**config.mk**
```make
export PLATFORM = sky130hd
export DESIGN_NAME = fm_phase_discriminator_flat
export DESIGN_NICKNAME = d
export VERILOG_FILES = /design/src/hw/rtl/fmpd_pkg.sv /design/src/hw/rtl/fmpd_if.sv /design/src/hw/rtl/fmpd_front.sv /design/src/hw/rtl/fmpd_fifo.sv /design/src/hw/rtl/fmpd_cordic.sv /design/src/hw/rtl/fm_phase_discriminator.sv /design/src/flat_wrapper.sv
export SDC_FILE = /design/constraint.sdc
export NUM_CORES = 2
export LEC_CHECK = 0
export BUFFER_PORTS_ARGS = -buffer_cell sky130_fd_sc_hd__buf_4
export CAP_MARGIN = 10
export CORE_UTILIZATION = 67
export DETAILED_ROUTE_END_ITERATION = 8
export PLACE_DENSITY = 0.84
export SLEW_MARGIN = 5
export SYNTH_ARGS = -nofsm -noshare
export SYNTH_HDL_FRONTEND = slang
export SYNTH_SLANG_ARGS = --single-unit
```
**constraint.sdc**
```tcl
create_clock -name clk -period 9 [get_ports clk]
set_input_delay 0.9 -clock clk [delete_from_list [all_inputs] [get_ports clk]]
set_output_delay 0.9 -clock clk [all_outputs]
set_load 0.005 [all_outputs]
```
**src/hw/rtl/fmpd_pkg.sv**
```systemverilog
// Shared widths, types and the arctangent table of the FM phase discriminator.
package fmpd_pkg;

  localparam int SAMPLE_W = 16;
  localparam int PROD_W = 2 * SAMPLE_W + 1;
  localparam int VEC_W = PROD_W + 3;
  localparam int ANG_W = 34;
  localparam int PHASE_W = 16;

  localparam int CORDIC_ITERATIONS = 16;
  localparam int ATAN_DEPTH = 24;
  localparam int ITER_CNT = (CORDIC_ITERATIONS < ATAN_DEPTH) ? CORDIC_ITERATIONS : ATAN_DEPTH;
  localparam int KW = $clog2(ATAN_DEPTH);

  localparam int FIFO_DEPTH = 4;
  localparam int FIFO_AW = $clog2(FIFO_DEPTH);
  localparam int MAX_INFLIGHT = FIFO_DEPTH + 3;

  // Angle units are pi / 2^31; Q15 output is the angle shifted down by 16.
  localparam int ANG_TO_Q15_SHIFT = 16;

  localparam logic signed [ANG_W-1:0] HALF_PI = ANG_W'(64'sd1073741824);
  localparam logic signed [ANG_W-1:0] ANG_MAX = ANG_W'(64'sd2147483648);
  localparam logic signed [ANG_W-1:0] ANG_MIN = ANG_W'(-64'sd2147483648);
  localparam logic signed [ANG_W-1:0] TRUNC_ADJ = ANG_W'((64'sd1 <<< ANG_TO_Q15_SHIFT) - 1);

  localparam logic signed [PHASE_W-1:0] PHASE_MAX = 16'sd32767;
  localparam logic signed [PHASE_W-1:0] PHASE_QUARTER = 16'sd16384;
  localparam logic signed [PHASE_W-1:0] PHASE_ZERO = 16'sd0;

  typedef struct packed {
    logic signed [PROD_W-1:0] re;
    logic signed [PROD_W-1:0] im;
    logic                     last;
  } vec_entry_t;

  // atan(2^-k) in units of pi / 2^31, rounded
  function automatic logic signed [ANG_W-1:0] atan_lut(input logic [KW-1:0] k);
    logic signed [ANG_W-1:0] v;
    case (k)
      5'd0: v = 34'sd536870912;
      5'd1: v = 34'sd316933406;
      5'd2: v = 34'sd167458907;
      5'd3: v = 34'sd85004756;
      5'd4: v = 34'sd42667331;
      5'd5: v = 34'sd21354465;
      5'd6: v = 34'sd10679838;
      5'd7: v = 34'sd5340245;
      5'd8: v = 34'sd2670163;
      5'd9: v = 34'sd1335087;
      5'd10: v = 34'sd667544;
      5'd11: v = 34'sd333772;
      5'd12: v = 34'sd166886;
      5'd13: v = 34'sd83443;
      5'd14: v = 34'sd41722;
      5'd15: v = 34'sd20861;
      5'd16: v = 34'sd10430;
      5'd17: v = 34'sd5215;
      5'd18: v = 34'sd2608;
      5'd19: v = 34'sd1304;
      5'd20: v = 34'sd652;
      5'd21: v = 34'sd326;
      5'd22: v = 34'sd163;
      5'd23: v = 34'sd81;
      default: v = '0;
    endcase
    return v;
  endfunction

endpackage

```
**src/hw/rtl/fmpd_if.sv**
```systemverilog
// Request channel interfaces for samples in and phase steps out.
interface fmpd_in_if import fmpd_pkg::*; ();
  logic                       valid;
  logic                       ready;
  logic signed [SAMPLE_W-1:0] i_sample;
  logic signed [SAMPLE_W-1:0] q_sample;
  logic                       last_in;

  modport source (output valid, i_sample, q_sample, last_in, input ready);
  modport sink (input valid, i_sample, q_sample, last_in, output ready);
endinterface

interface fmpd_out_if import fmpd_pkg::*; ();
  logic                      valid;
  logic                      ready;
  logic signed [PHASE_W-1:0] phase_step;
  logic                      last_out;

  modport source (output valid, phase_step, last_out, input ready);
  modport sink (input valid, phase_step, last_out, output ready);
endinterface

```
**src/hw/rtl/fmpd_front.sv**
```systemverilog
// Front end: accepts samples, forms the conjugate product with the previous sample.
module fmpd_front import fmpd_pkg::*; (
  input  logic       clk,
  input  logic       rst_n,
  fmpd_in_if.sink    in_ch,
  input  logic       q_full,
  output logic       q_push,
  output vec_entry_t q_wdata
);

  logic signed [SAMPLE_W-1:0] prev_i_r, prev_q_r;
  logic signed [2*SAMPLE_W-1:0] p_ii_r, p_qq_r, p_qi_r, p_iq_r;
  logic s1_valid_r, s1_valid_nxt;
  logic s1_last_r;
  logic accept;

  assign q_push = s1_valid_r && !q_full;
  assign in_ch.ready = !s1_valid_r || !q_full;
  assign accept = in_ch.valid && in_ch.ready;

  always_comb begin
    s1_valid_nxt = s1_valid_r;
    if (accept) begin
      s1_valid_nxt = 1'b1;
    end else if (q_push) begin
      s1_valid_nxt = 1'b0;
    end
  end

  // re = i*pi + q*pq, im = q*pi - i*pq, one bit of growth each
  assign q_wdata.re = {p_ii_r[2*SAMPLE_W-1], p_ii_r} + {p_qq_r[2*SAMPLE_W-1], p_qq_r};
  assign q_wdata.im = {p_qi_r[2*SAMPLE_W-1], p_qi_r} - {p_iq_r[2*SAMPLE_W-1], p_iq_r};
  assign q_wdata.last = s1_last_r;

  always_ff @(posedge clk) begin
    if (accept) begin
      p_ii_r <= in_ch.i_sample * prev_i_r;
      p_qq_r <= in_ch.q_sample * prev_q_r;
      p_qi_r <= in_ch.q_sample * prev_i_r;
      p_iq_r <= in_ch.i_sample * prev_q_r;
      s1_last_r <= in_ch.last_in;
    end
    if (!rst_n) begin
      s1_valid_r <= 1'b0;
      prev_i_r <= '0;
      prev_q_r <= '0;
    end else begin
      s1_valid_r <= s1_valid_nxt;
      if (accept) begin
        prev_i_r <= in_ch.i_sample;
        prev_q_r <= in_ch.q_sample;
      end
    end
  end

endmodule

```
**src/hw/rtl/fmpd_fifo.sv**
```systemverilog
// Short queue of product vectors between the front end and the CORDIC engine.
module fmpd_fifo import fmpd_pkg::*; (
  input  logic       clk,
  input  logic       rst_n,
  input  logic       push,
  input  vec_entry_t wdata,
  output logic       full,
  input  logic       pop,
  output logic       not_empty,
  output vec_entry_t rdata
);

  vec_entry_t mem_r [FIFO_DEPTH];
  logic [FIFO_AW-1:0] wr_ptr_r, rd_ptr_r;
  logic [FIFO_AW:0] cnt_r, cnt_nxt;

  assign full = (cnt_r == (FIFO_AW+1)'(FIFO_DEPTH));
  assign not_empty = (cnt_r != '0);
  assign rdata = mem_r[rd_ptr_r];

  always_comb begin
    cnt_nxt = cnt_r;
    if (push && !pop) begin
      cnt_nxt = cnt_r + 1'b1;
    end else if (pop && !push) begin
      cnt_nxt = cnt_r - 1'b1;
    end
  end

  always_ff @(posedge clk) begin
    if (push) begin
      mem_r[wr_ptr_r] <= wdata;
    end
    if (!rst_n) begin
      wr_ptr_r <= '0;
      rd_ptr_r <= '0;
      cnt_r <= '0;
    end else begin
      cnt_r <= cnt_nxt;
      if (push) begin
        wr_ptr_r <= wr_ptr_r + 1'b1;
      end
      if (pop) begin
        rd_ptr_r <= rd_ptr_r + 1'b1;
      end
    end
  end

endmodule

```
**src/hw/rtl/fmpd_cordic.sv**
```systemverilog
// Back end: iterative CORDIC vectoring atan2 and the Q15 output register.
module fmpd_cordic import fmpd_pkg::*; (
  input  logic                      clk,
  input  logic                      rst_n,
  input  logic                      q_not_empty,
  input  vec_entry_t                q_rdata,
  output logic                      q_pop,
  output logic                      out_valid,
  input  logic                      out_ready,
  output logic signed [PHASE_W-1:0] phase_step,
  output logic                      last_out
);

  typedef enum logic [1:0] {S_IDLE, S_ITER, S_FIN} state_t;

  state_t state_r, state_nxt;
  logic signed [VEC_W-1:0] x_r, x_nxt, y_r, y_nxt;
  logic signed [ANG_W-1:0] z_r, z_nxt;
  logic [KW-1:0] k_r, k_nxt;
  logic spec_r, spec_nxt;
  logic signed [PHASE_W-1:0] spec_val_r, spec_val_nxt;
  logic last_r, last_nxt;
  logic out_valid_r, out_valid_nxt;
  logic signed [PHASE_W-1:0] phase_r, phase_nxt;
  logic last_out_r, last_out_nxt;

  logic signed [VEC_W-1:0] re_ext, im_ext, dx, dy;
  logic signed [ANG_W-1:0] z_clamp, z_q15;
  logic signed [PHASE_W-1:0] z_phase;

  assign re_ext = {{(VEC_W-PROD_W){q_rdata.re[PROD_W-1]}}, q_rdata.re};
  assign im_ext = {{(VEC_W-PROD_W){q_rdata.im[PROD_W-1]}}, q_rdata.im};
  assign dx = y_r >>> k_r;
  assign dy = x_r >>> k_r;
  assign q_pop = (state_r == S_IDLE) && q_not_empty;

  // Clamp to +/-pi, divide toward zero, saturate +pi to the Q15 maximum
  always_comb begin
    if (z_r > ANG_MAX) begin
      z_clamp = ANG_MAX;
    end else if (z_r < ANG_MIN) begin
      z_clamp = ANG_MIN;
    end else begin
      z_clamp = z_r;
    end
    if (z_clamp[ANG_W-1]) begin
      z_q15 = (z_clamp + TRUNC_ADJ) >>> ANG_TO_Q15_SHIFT;
    end else begin
      z_q15 = z_clamp >>> ANG_TO_Q15_SHIFT;
    end
    if (z_q15 > ANG_W'(PHASE_MAX)) begin
      z_phase = PHASE_MAX;
    end else begin
      z_phase = z_q15[PHASE_W-1:0];
    end
  end

  always_comb begin
    state_nxt = state_r;
    x_nxt = x_r;
    y_nxt = y_r;
    z_nxt = z_r;
    k_nxt = k_r;
    spec_nxt = spec_r;
    spec_val_nxt = spec_val_r;
    last_nxt = last_r;
    out_valid_nxt = out_valid_r && !out_ready;
    phase_nxt = phase_r;
    last_out_nxt = last_out_r;
    case (state_r)
      S_IDLE: begin
        if (q_not_empty) begin
          last_nxt = q_rdata.last;
          k_nxt = '0;
          spec_nxt = 1'b0;
          spec_val_nxt = PHASE_ZERO;
          if (q_rdata.im == '0) begin
            // real axis: zero or +pi
            spec_nxt = 1'b1;
            spec_val_nxt = q_rdata.re[PROD_W-1] ? PHASE_MAX : PHASE_ZERO;
            state_nxt = S_FIN;
          end else if (q_rdata.re == '0) begin
            spec_nxt = 1'b1;
            spec_val_nxt = q_rdata.im[PROD_W-1] ? -PHASE_QUARTER : PHASE_QUARTER;
            state_nxt = S_FIN;
          end else begin
            state_nxt = S_ITER;
            if (q_rdata.re[PROD_W-1]) begin
              // left half plane: turn by 90 degrees first
              if (!q_rdata.im[PROD_W-1]) begin
                x_nxt = im_ext;
                y_nxt = -re_ext;
                z_nxt = HALF_PI;
              end else begin
                x_nxt = -im_ext;
                y_nxt = re_ext;
                z_nxt = -HALF_PI;
              end
            end else begin
              x_nxt = re_ext;
              y_nxt = im_ext;
              z_nxt = '0;
            end
          end
        end
      end
      S_ITER: begin
        if (!y_r[VEC_W-1]) begin
          x_nxt = x_r + dx;
          y_nxt = y_r - dy;
          z_nxt = z_r + atan_lut(k_r);
        end else begin
          x_nxt = x_r - dx;
          y_nxt = y_r + dy;
          z_nxt = z_r - atan_lut(k_r);
        end
        if (k_r == KW'(ITER_CNT - 1)) begin
          state_nxt = S_FIN;
        end else begin
          k_nxt = k_r + 1'b1;
        end
      end
      S_FIN: begin
        // hold until the output register is free
        if (!out_valid_r || out_ready) begin
          out_valid_nxt = 1'b1;
          phase_nxt = spec_r ? spec_val_r : z_phase;
          last_out_nxt = last_r;
          state_nxt = S_IDLE;
        end
      end
      default: begin
        state_nxt = S_IDLE;
      end
    endcase
  end

  always_ff @(posedge clk) begin
    x_r <= x_nxt;
    y_r <= y_nxt;
    z_r <= z_nxt;
    k_r <= k_nxt;
    spec_r <= spec_nxt;
    spec_val_r <= spec_val_nxt;
    last_r <= last_nxt;
    phase_r <= phase_nxt;
    last_out_r <= last_out_nxt;
    if (!rst_n) begin
      state_r <= S_IDLE;
      out_valid_r <= 1'b0;
    end else begin
      state_r <= state_nxt;
      out_valid_r <= out_valid_nxt;
    end
  end

  assign out_valid = out_valid_r;
  assign phase_step = phase_r;
  assign last_out = last_out_r;

endmodule

```
**src/hw/rtl/fm_phase_discriminator.sv**
```systemverilog
// FM phase discriminator: conjugate product of successive samples and CORDIC atan2.
//
// Channels: in_ch takes one complex Q15 sample (i_sample, q_sample) with an
// end-of-block mark last_in; out_ch returns one Q15 phase step per sample,
// with +pi at 32767, and last_out copied from last_in. Both are valid/ready
// requests taken on a rising edge with valid and ready high.
// Front end: registers the four products against the previous sample, then
// writes re/im from them into a 4-entry queue. The front end takes a new
// request every cycle while the queue has room.
// Back end: the CORDIC engine shares one shift-add stage over
// CORDIC_ITERATIONS steps; each item passes a load state, the steps and an
// output write, and the engine pops no new item from the queue until the
// last one is written out. Items on the real or imaginary axis skip the
// steps. From accept, an item passes the product register, the queue, the
// engine and the output register.
// Reset (synchronous, active low) clears the previous sample to zero, so the
// first result after reset is 0, and empties the queue and output register.
// A stalled receiver holds the output register; the engine and then the
// queue fill behind it, and in_ch.ready drops once seven requests are held.
module fm_phase_discriminator import fmpd_pkg::*; (
  input  logic       clk,
  input  logic       rst_n,
  fmpd_in_if.sink    in_ch,
  fmpd_out_if.source out_ch
);

  logic q_full, q_push, q_pop, q_not_empty;
  vec_entry_t q_wdata, q_rdata;

  fmpd_front u_front (
    .clk     (clk),
    .rst_n   (rst_n),
    .in_ch   (in_ch),
    .q_full  (q_full),
    .q_push  (q_push),
    .q_wdata (q_wdata)
  );

  fmpd_fifo u_fifo (
    .clk       (clk),
    .rst_n     (rst_n),
    .push      (q_push),
    .wdata     (q_wdata),
    .full      (q_full),
    .pop       (q_pop),
    .not_empty (q_not_empty),
    .rdata     (q_rdata)
  );

  fmpd_cordic u_cordic (
    .clk         (clk),
    .rst_n       (rst_n),
    .q_not_empty (q_not_empty),
    .q_rdata     (q_rdata),
    .q_pop       (q_pop),
    .out_valid   (out_ch.valid),
    .out_ready   (out_ch.ready),
    .phase_step  (out_ch.phase_step),
    .last_out    (out_ch.last_out)
  );

endmodule

```
**src/flat_wrapper.sv**
```systemverilog
// flat-port wrapper written by rule: the top's interface ports become plain ports
module fm_phase_discriminator_flat import fmpd_pkg::*;
  (clk, rst_n, in_ch_valid, in_ch_i_sample, in_ch_q_sample, in_ch_last_in, in_ch_ready, out_ch_valid, out_ch_phase_step, out_ch_last_out, out_ch_ready);
  fmpd_in_if in_ch_i ();
  fmpd_out_if out_ch_i ();
  input  logic clk;
  input  logic rst_n;
  input wire logic [$bits(in_ch_i.valid)-1:0] in_ch_valid;
  input wire logic [$bits(in_ch_i.i_sample)-1:0] in_ch_i_sample;
  input wire logic [$bits(in_ch_i.q_sample)-1:0] in_ch_q_sample;
  input wire logic [$bits(in_ch_i.last_in)-1:0] in_ch_last_in;
  output wire logic [$bits(in_ch_i.ready)-1:0] in_ch_ready;
  output wire logic [$bits(out_ch_i.valid)-1:0] out_ch_valid;
  output wire logic [$bits(out_ch_i.phase_step)-1:0] out_ch_phase_step;
  output wire logic [$bits(out_ch_i.last_out)-1:0] out_ch_last_out;
  input wire logic [$bits(out_ch_i.ready)-1:0] out_ch_ready;
  assign in_ch_i.valid = in_ch_valid;
  assign in_ch_i.i_sample = in_ch_i_sample;
  assign in_ch_i.q_sample = in_ch_q_sample;
  assign in_ch_i.last_in = in_ch_last_in;
  assign in_ch_ready = in_ch_i.ready;
  assign out_ch_valid = out_ch_i.valid;
  assign out_ch_phase_step = out_ch_i.phase_step;
  assign out_ch_last_out = out_ch_i.last_out;
  assign out_ch_i.ready = out_ch_ready;
  fm_phase_discriminator u_core (.clk(clk), .rst_n(rst_n), .in_ch(in_ch_i), .out_ch(out_ch_i));
endmodule
```
# After elaboration in Yosys (flattened, before gate mapping)
# Memories as Yosys holds them, arrays and structs flattened. A register that Yosys moved wholly into a read port is not among the register bits.
# Cells that the tools add are included.
dict set report word_totals {
  ff_bits 318
  inputBits 37
  out_inout_bits 19
  romBits 1920
  elab_cells 142
  ramBits 268
  latchBits 0
  n_memories 3
}
# name words word_bits read_ports rd_ports_with_merged_regs write_ports line_no
set mem_list {}
lappend mem_list {{(name not given)} 32 30 1 1 0 fmpd_pkg.sv:40} ;# case (k)
lappend mem_list {{(name not given)} 32 30 1 1 0 fmpd_pkg.sv:40}
lappend mem_list {u_core.u_fifo.mem_r 4 67 1 1 1 fmpd_fifo.sv:13} ;# vec_entry_t mem_r [FIFO_DEPTH];
dict set report classes {
  mul 4
  n_eq_ne 10
  n_shift 2
  add_sub_neg 16
  n_bitwise 0
  muxes 56
  order_cmp 3
  n_div 0
  reduce_logical 26
}
# operator count
set op_table {}
lappend op_table {{two-way mux 34 bit} 13}
lappend op_table {{two-way mux 36 bit} 12}
lappend op_table {{case mux 36 bit (2 select lines)} 2}
lappend op_table {{multiplier 16 x 16 -> 32 bit} 4}
lappend op_table {{two-way mux 16 bit} 5}
lappend op_table {{adder 36 bit} 2}
lappend op_table {{negation 33 -> 36 bit} 2}
lappend op_table {{>>> shifter 36 x 5 -> 36 bit} 2}
lappend op_table {{subtractor 36 bit} 2}
lappend op_table {{case mux 34 bit (2 select lines)} 1}
lappend op_table {{logical NOT 33 bit} 2}
lappend op_table {{adder 34 x 17 -> 34 bit, second input constant} 1}
lappend op_table {{adder 34 bit} 1}
lappend op_table {{> comparator 34 x 16 -> 1 bit, second input constant} 1}
lappend op_table {{> comparator 34 x 33 -> 1 bit, second input constant} 1}
lappend op_table {{< comparator 34 x 32 -> 1 bit, second input constant} 1}
lappend op_table {{subtractor 34 bit} 1}
lappend op_table {{adder 32 x 32 -> 33 bit} 1}
lappend op_table {{subtractor 32 x 32 -> 33 bit} 1}
lappend op_table {{two-way mux 5 bit} 4}
lappend op_table {{two-way mux 15 bit} 1}
lappend op_table {{two-way mux 2 bit} 7}
lappend op_table {{inequality test 2 bit, second input constant} 6}
lappend op_table {{case mux 5 bit (2 select lines)} 1}
lappend op_table {{other kinds (20)} 43}

# Depth between registers and ports, before layout
dict set report logic_depth {
  depth_word 8
  ltp_mapped 27
  depth_no_buf 25
}

# Hierarchy
# A second synthesis with hierarchy kept.
dict set report hier_totals {
  cells_unflattened 8113
  hier_area_um2 79809.0
}
# module seq_area_each_um2 instances area_per_inst_um2 cells_each
set modules_own_cells {}
lappend modules_own_cells {fmpd_front 4534.3 1 47674.5 5108}
lappend modules_own_cells {fmpd_cordic 4654.5 1 21986.1 2612}
lappend modules_own_cells {fmpd_fifo 8227.9 1 10148.5 393}

# Least setup slack after synthesis
# No wires, ideal clock.
dict set report synth_path {
  path_kind {register to register}
  startpoint {register (tool-made name)}
  endpoint {register u_core.u_cordic.x_r[0] (enable)}
  arrival_ps 7611
  path_stages_with_launch 16
  setup_slack_ps 804
  required_ps 8415
  setup_time_ps 585
  path_buffers 8
  path_cell_list {dfxtp_1 buf_4 buf_6 buf_6 buf_6 buf_2 buf_2 buf_2 o21a_1 inv_1 clkbuf_1 ha_1 nor2_1 inv_2 o21bai_1 nor2b_1}
}
# item line_no
set synth_rtl {}
lappend synth_rtl {{end signal, assigned} fmpd_cordic.sv:139} ;# x_r <= x_nxt;
lappend synth_rtl {{end, declared} fmpd_cordic.sv:17} ;# logic signed [VEC_W-1:0] x_r, x_nxt, y_r, y_nxt;

# Worst setup path in the final report
dict set report layout_path {
  startpoint {register u_core.u_cordic.k_r[0]}
  endpoint {register u_core.u_cordic.x_r[34] (data pin)}
}
dict set report layout_between {
  elab_chain_cells 4
}
# item line_no
set layout_lines {}
lappend layout_lines {{start, declared} fmpd_cordic.sv:19} ;# logic [KW-1:0] k_r, k_nxt;
lappend layout_lines {{start signal, assigned} fmpd_cordic.sv:142} ;# k_r <= k_nxt;
lappend layout_lines {{>>> shifter 36 x 5 -> 36 bit (*)} fmpd_cordic.sv:33} ;# assign dx = y_r >>> k_r;
lappend layout_lines {{adder 36 bit or subtractor 36 bit (tied branches)} {fmpd_cordic.sv:109, fmpd_cordic.sv:113}}
lappend layout_lines {{two-way mux 36 bit (*)} fmpd_cordic.sv:108} ;# if (!y_r[VEC_W-1]) begin
lappend layout_lines {{case mux 36 bit (2 select lines) (*)} fmpd_cordic.sv:70} ;# case (state_r)
lappend layout_lines {{net u_core.u_cordic.x_nxt[34]} fmpd_cordic.sv:17}
# The timed path passes the listed nets; every way through them passes the cells marked *.
# A chain may end at the register's enable or synchronous reset.

==> results.md <==
- Synth Warn #: 0
- Leading area contributor after synthesis: fa_1
- Final Max Tran Viols: 0
- Root buffer selected by CTS: clkbuf_16
- Drc violations: 0
- Drt via density: approximately 6.3
- Synth top area share: about 27%
- Final period utilization: 85.0%
- Top post-synthesis cells by area: fa_1 27%, edfxtp_1 20%, ha_1 8.3%, inv_1 6.5%, nand2_1 4.2%
- CP startpoint kind: register
- Register area: ~17000 µm²
- Post-CTS Setup Inserts: 0
- Synth cell types: between 100 and 150
- Clk slew on worst S/H paths: around 0.060 ns
- CTS H-Tree Depth: 3
- # hold bufs at CTS: 0
- Worst-margin pin slew: about 1.1 ns
- Fraction of layout cells with a size suffix above 1: 6.43%
- Final setup vio count: 0
- Layout area overhead: 5.02%
- Area occupied by multi-input gates: about 54000 µm²
- First-pass GRT wire length: roughly 330000 µm
- CTS resizes: 0
- Status: completed
- Die area: about 120000 µm²
- Crit path kind: register to register
- Die width: 344 µm
- Die height: 344 µm
- Syn Area/Cell: between 9 and 10 µm²
- Ys flop type: edfxtp_1
- Tot GR Track Use: around 36%
- Port Buffer Count: between 50 and 60
- Slew margin rel.: between 20% and 30%
- Post-synth EDFFs: 530
- Vias in the first global route: about 63000
- Post-Synthesis Cell Area: just under 80000 µm²
- Worst Setup End Kind: register
- WP data required: 9.39 ns
- Worst skew pair latency: about 0.67 ns
- Class of the worst hold path: register to register
- 1st-iter DRT viols: approximately 5600
- Setup TNS: 0 ns
- Largest net degree at the start of global routing: ~110
- Min cycle time layout: 7.65 ns
- Drt wl/cell: ~22 µm
- Final WL: 209000 µm
- Clock sink count: 605
- Max Fclk: about 130 MHz
- Clk buf depth: 3
- Clock tree from TritonCTS: built
- Cells after synthesis: between 8000 and 9000
- Row count: between 100 and 150
- Estimated wirelength of the detail-placed design: between 150000 and 200000 µm
- NumNets Final: about 9500
- Final ANT Viol Nets: 0
- Routed vias: slightly below 60000
- RSZ-0062 raised after global routing: no
- Overflow after GRT: 0
- Crit path arrival time: 8.03 ns
- Num CTS Buffers: 69
- Num ports: 56
- DR pass1 iterations: 7
- Worst Path Max Fanout: 37
- Synthesized flop and latch total: 605
- Async S/R FF share, synth: 0%
- Total of max-cap violations: 0
- Initial antenna violation count: 8
- CORE AREA: approximately 110000 µm²
- Initial cell density of the core: between 60% and 70%
- Final hold violation count: 0
- Routability congestion estimate: about 1
- Synthesized Nets: about 9600
- Seq/Total Area, Yosys: 22.3%
- Skew final: 0.0358 ns
- Layout filler cell count: 7919
==> routing by layer <==
metal	GRT usage [%]	routed length, µm	vias to the layer above
met2	63.6	104000	3044
met4	20.7	13600	12
met1	42.1	75100	29500
met5	0	84	-
met3	5.52	16200	916
li1	-	-	26000
==> area by class of cell <==
cell class | count | area share [%]
multi-input combinational | 5690 | 66.1
sequential | 605 | 21.2
inverter | 1357 | 6.21
tap | 1512 | 2.30
clock buffer | 76 | 2.16
timing repair buffer | 137 | 1.31
clock inverter | 52 | 0.745
antenna | 1 | 0.00305
==> Yosys cell counts, types with 30 or more instances <==
| library cell | n |
|---|---|
| xor2_1 | 136 |
| o21bai_1 | 43 |
| xnor2_1 | 294 |
| mux2i_1 | 47 |
| dfxtp_1 | 75 |
| nor3_1 | 89 |
| a31oi_1 | 54 |
| a21boi_0 | 52 |
| fa_1 | 1054 |
| o22ai_1 | 34 |
| clkbuf_1 | 287 |
| o211ai_1 | 69 |
| inv_1 | 1352 |
| ha_1 | 516 |
| mux4_2 | 132 |
| a21oi_1 | 349 |
| edfxtp_1 | 530 |
| nor2b_1 | 35 |
| a211oi_1 | 31 |
| and2_1 | 480 |
| and3_1 | 37 |
| o21a_1 | 41 |
| o21ai_0 | 254 |
| or3_1 | 38 |
| nand3_1 | 75 |
| nand4_1 | 30 |
| nor2_1 | 363 |
| nand2b_1 | 66 |
| nand2_1 | 870 |
| a21o_1 | 121 |
==> metrics by stage <==
step	hold slack, ns	cells	setup WS [ns]	area [µm²]	util [%]
global placement	0.410	9301	1.42	79800	69.4
floorplan	0.400	8010	0.804	78200	-
CTS	0.407	9429	1.56	82100	71.5
finish	0.418	9430	1.35	82100	71.5
global route	0.425	9430	0.950	82100	71.5
detailed placement	0.406	9301	1.18	79800	69.4
==> placed cells by master (no fill, tap or decap), types with 69 or more instances in the layout <==
cell type,synthesis,final
inv_1,1352,1351
fa_1,1054,1054
nand2_1,870,870
edfxtp_1,530,530
ha_1,516,516
and2_1,480,476
nor2_1,363,362
a21oi_1,349,349
xnor2_1,294,294
o21ai_0,254,253
xor2_1,136,136
buf_4,6,133
mux4_2,132,132
a21o_1,121,121
nor3_1,89,89
nand3_1,75,75
clkbuf_16,0,70
o211ai_1,69,69
==> kinds of logic after synthesis <==
logic type	share of synthesized area, %
AOI/OAI and AO/OA	10.7
xor gates and xnor gates	4.81
adders and majority gates	35.2
buffers and inverters	8.42
DFF	22.3
muxes	4.87
and+or+nand+nor	13.7
==> flip-flops by register name, summed over array words and instances, names as in the netlist, 5 cells and up, named ones only <==
name,cells
u_core.u_cordic.y_r,36
u_core.u_fifo.mem_r,268
u_core.u_front.p_ii_r,32
u_core.u_cordic.k_r,5
u_core.u_front.p_qq_r,32
u_core.u_front.prev_q_r,16
u_core.u_cordic.phase_step,16
u_core.u_cordic.z_r,34
u_core.u_front.p_iq_r,32
u_core.u_cordic.x_r,36
u_core.u_front.prev_i_r,16
u_core.u_front.p_qi_r,32
==> worst max-delay path, stage by stage (launching register included) <==
cell and delay [ns]:
edfxtp_1 0.92, buf_12 0.35, mux4_2 0.66, mux2_2 0.34
o221ai_1 0.53, nand4_2 0.27, nor2_4 0.32, and3_1 0.44
a211oi_1 0.14, a31oi_1 0.19, o22ai_1 0.12, ha_1 0.43
and3_1 0.27, nand4_1 0.20, nor4_1 0.38, nand3_1 0.17
o2111ai_1 0.53, a2111oi_0 0.30, o41ai_1 0.55, nand2_1 0.09
nor3b_1 0.14
==> final timing paths <==
kind         depth (start not counted)                       end  slack (ns)                   start
min reg2reg                          0  u_core.u_cordic.last_out        0.42  u_core.u_cordic.last_r
max                                 20   u_core.u_cordic.x_r[34]        1.35  u_core.u_cordic.k_r[0]
max reg2reg                         20   u_core.u_cordic.x_r[34]        1.35  u_core.u_cordic.k_r[0]
min                                  0  u_core.u_cordic.last_out        0.42  u_core.u_cordic.last_r
Power is not shown: default switching activity piles up to over one toggle a cycle in this logic, so the estimate is an artifact.
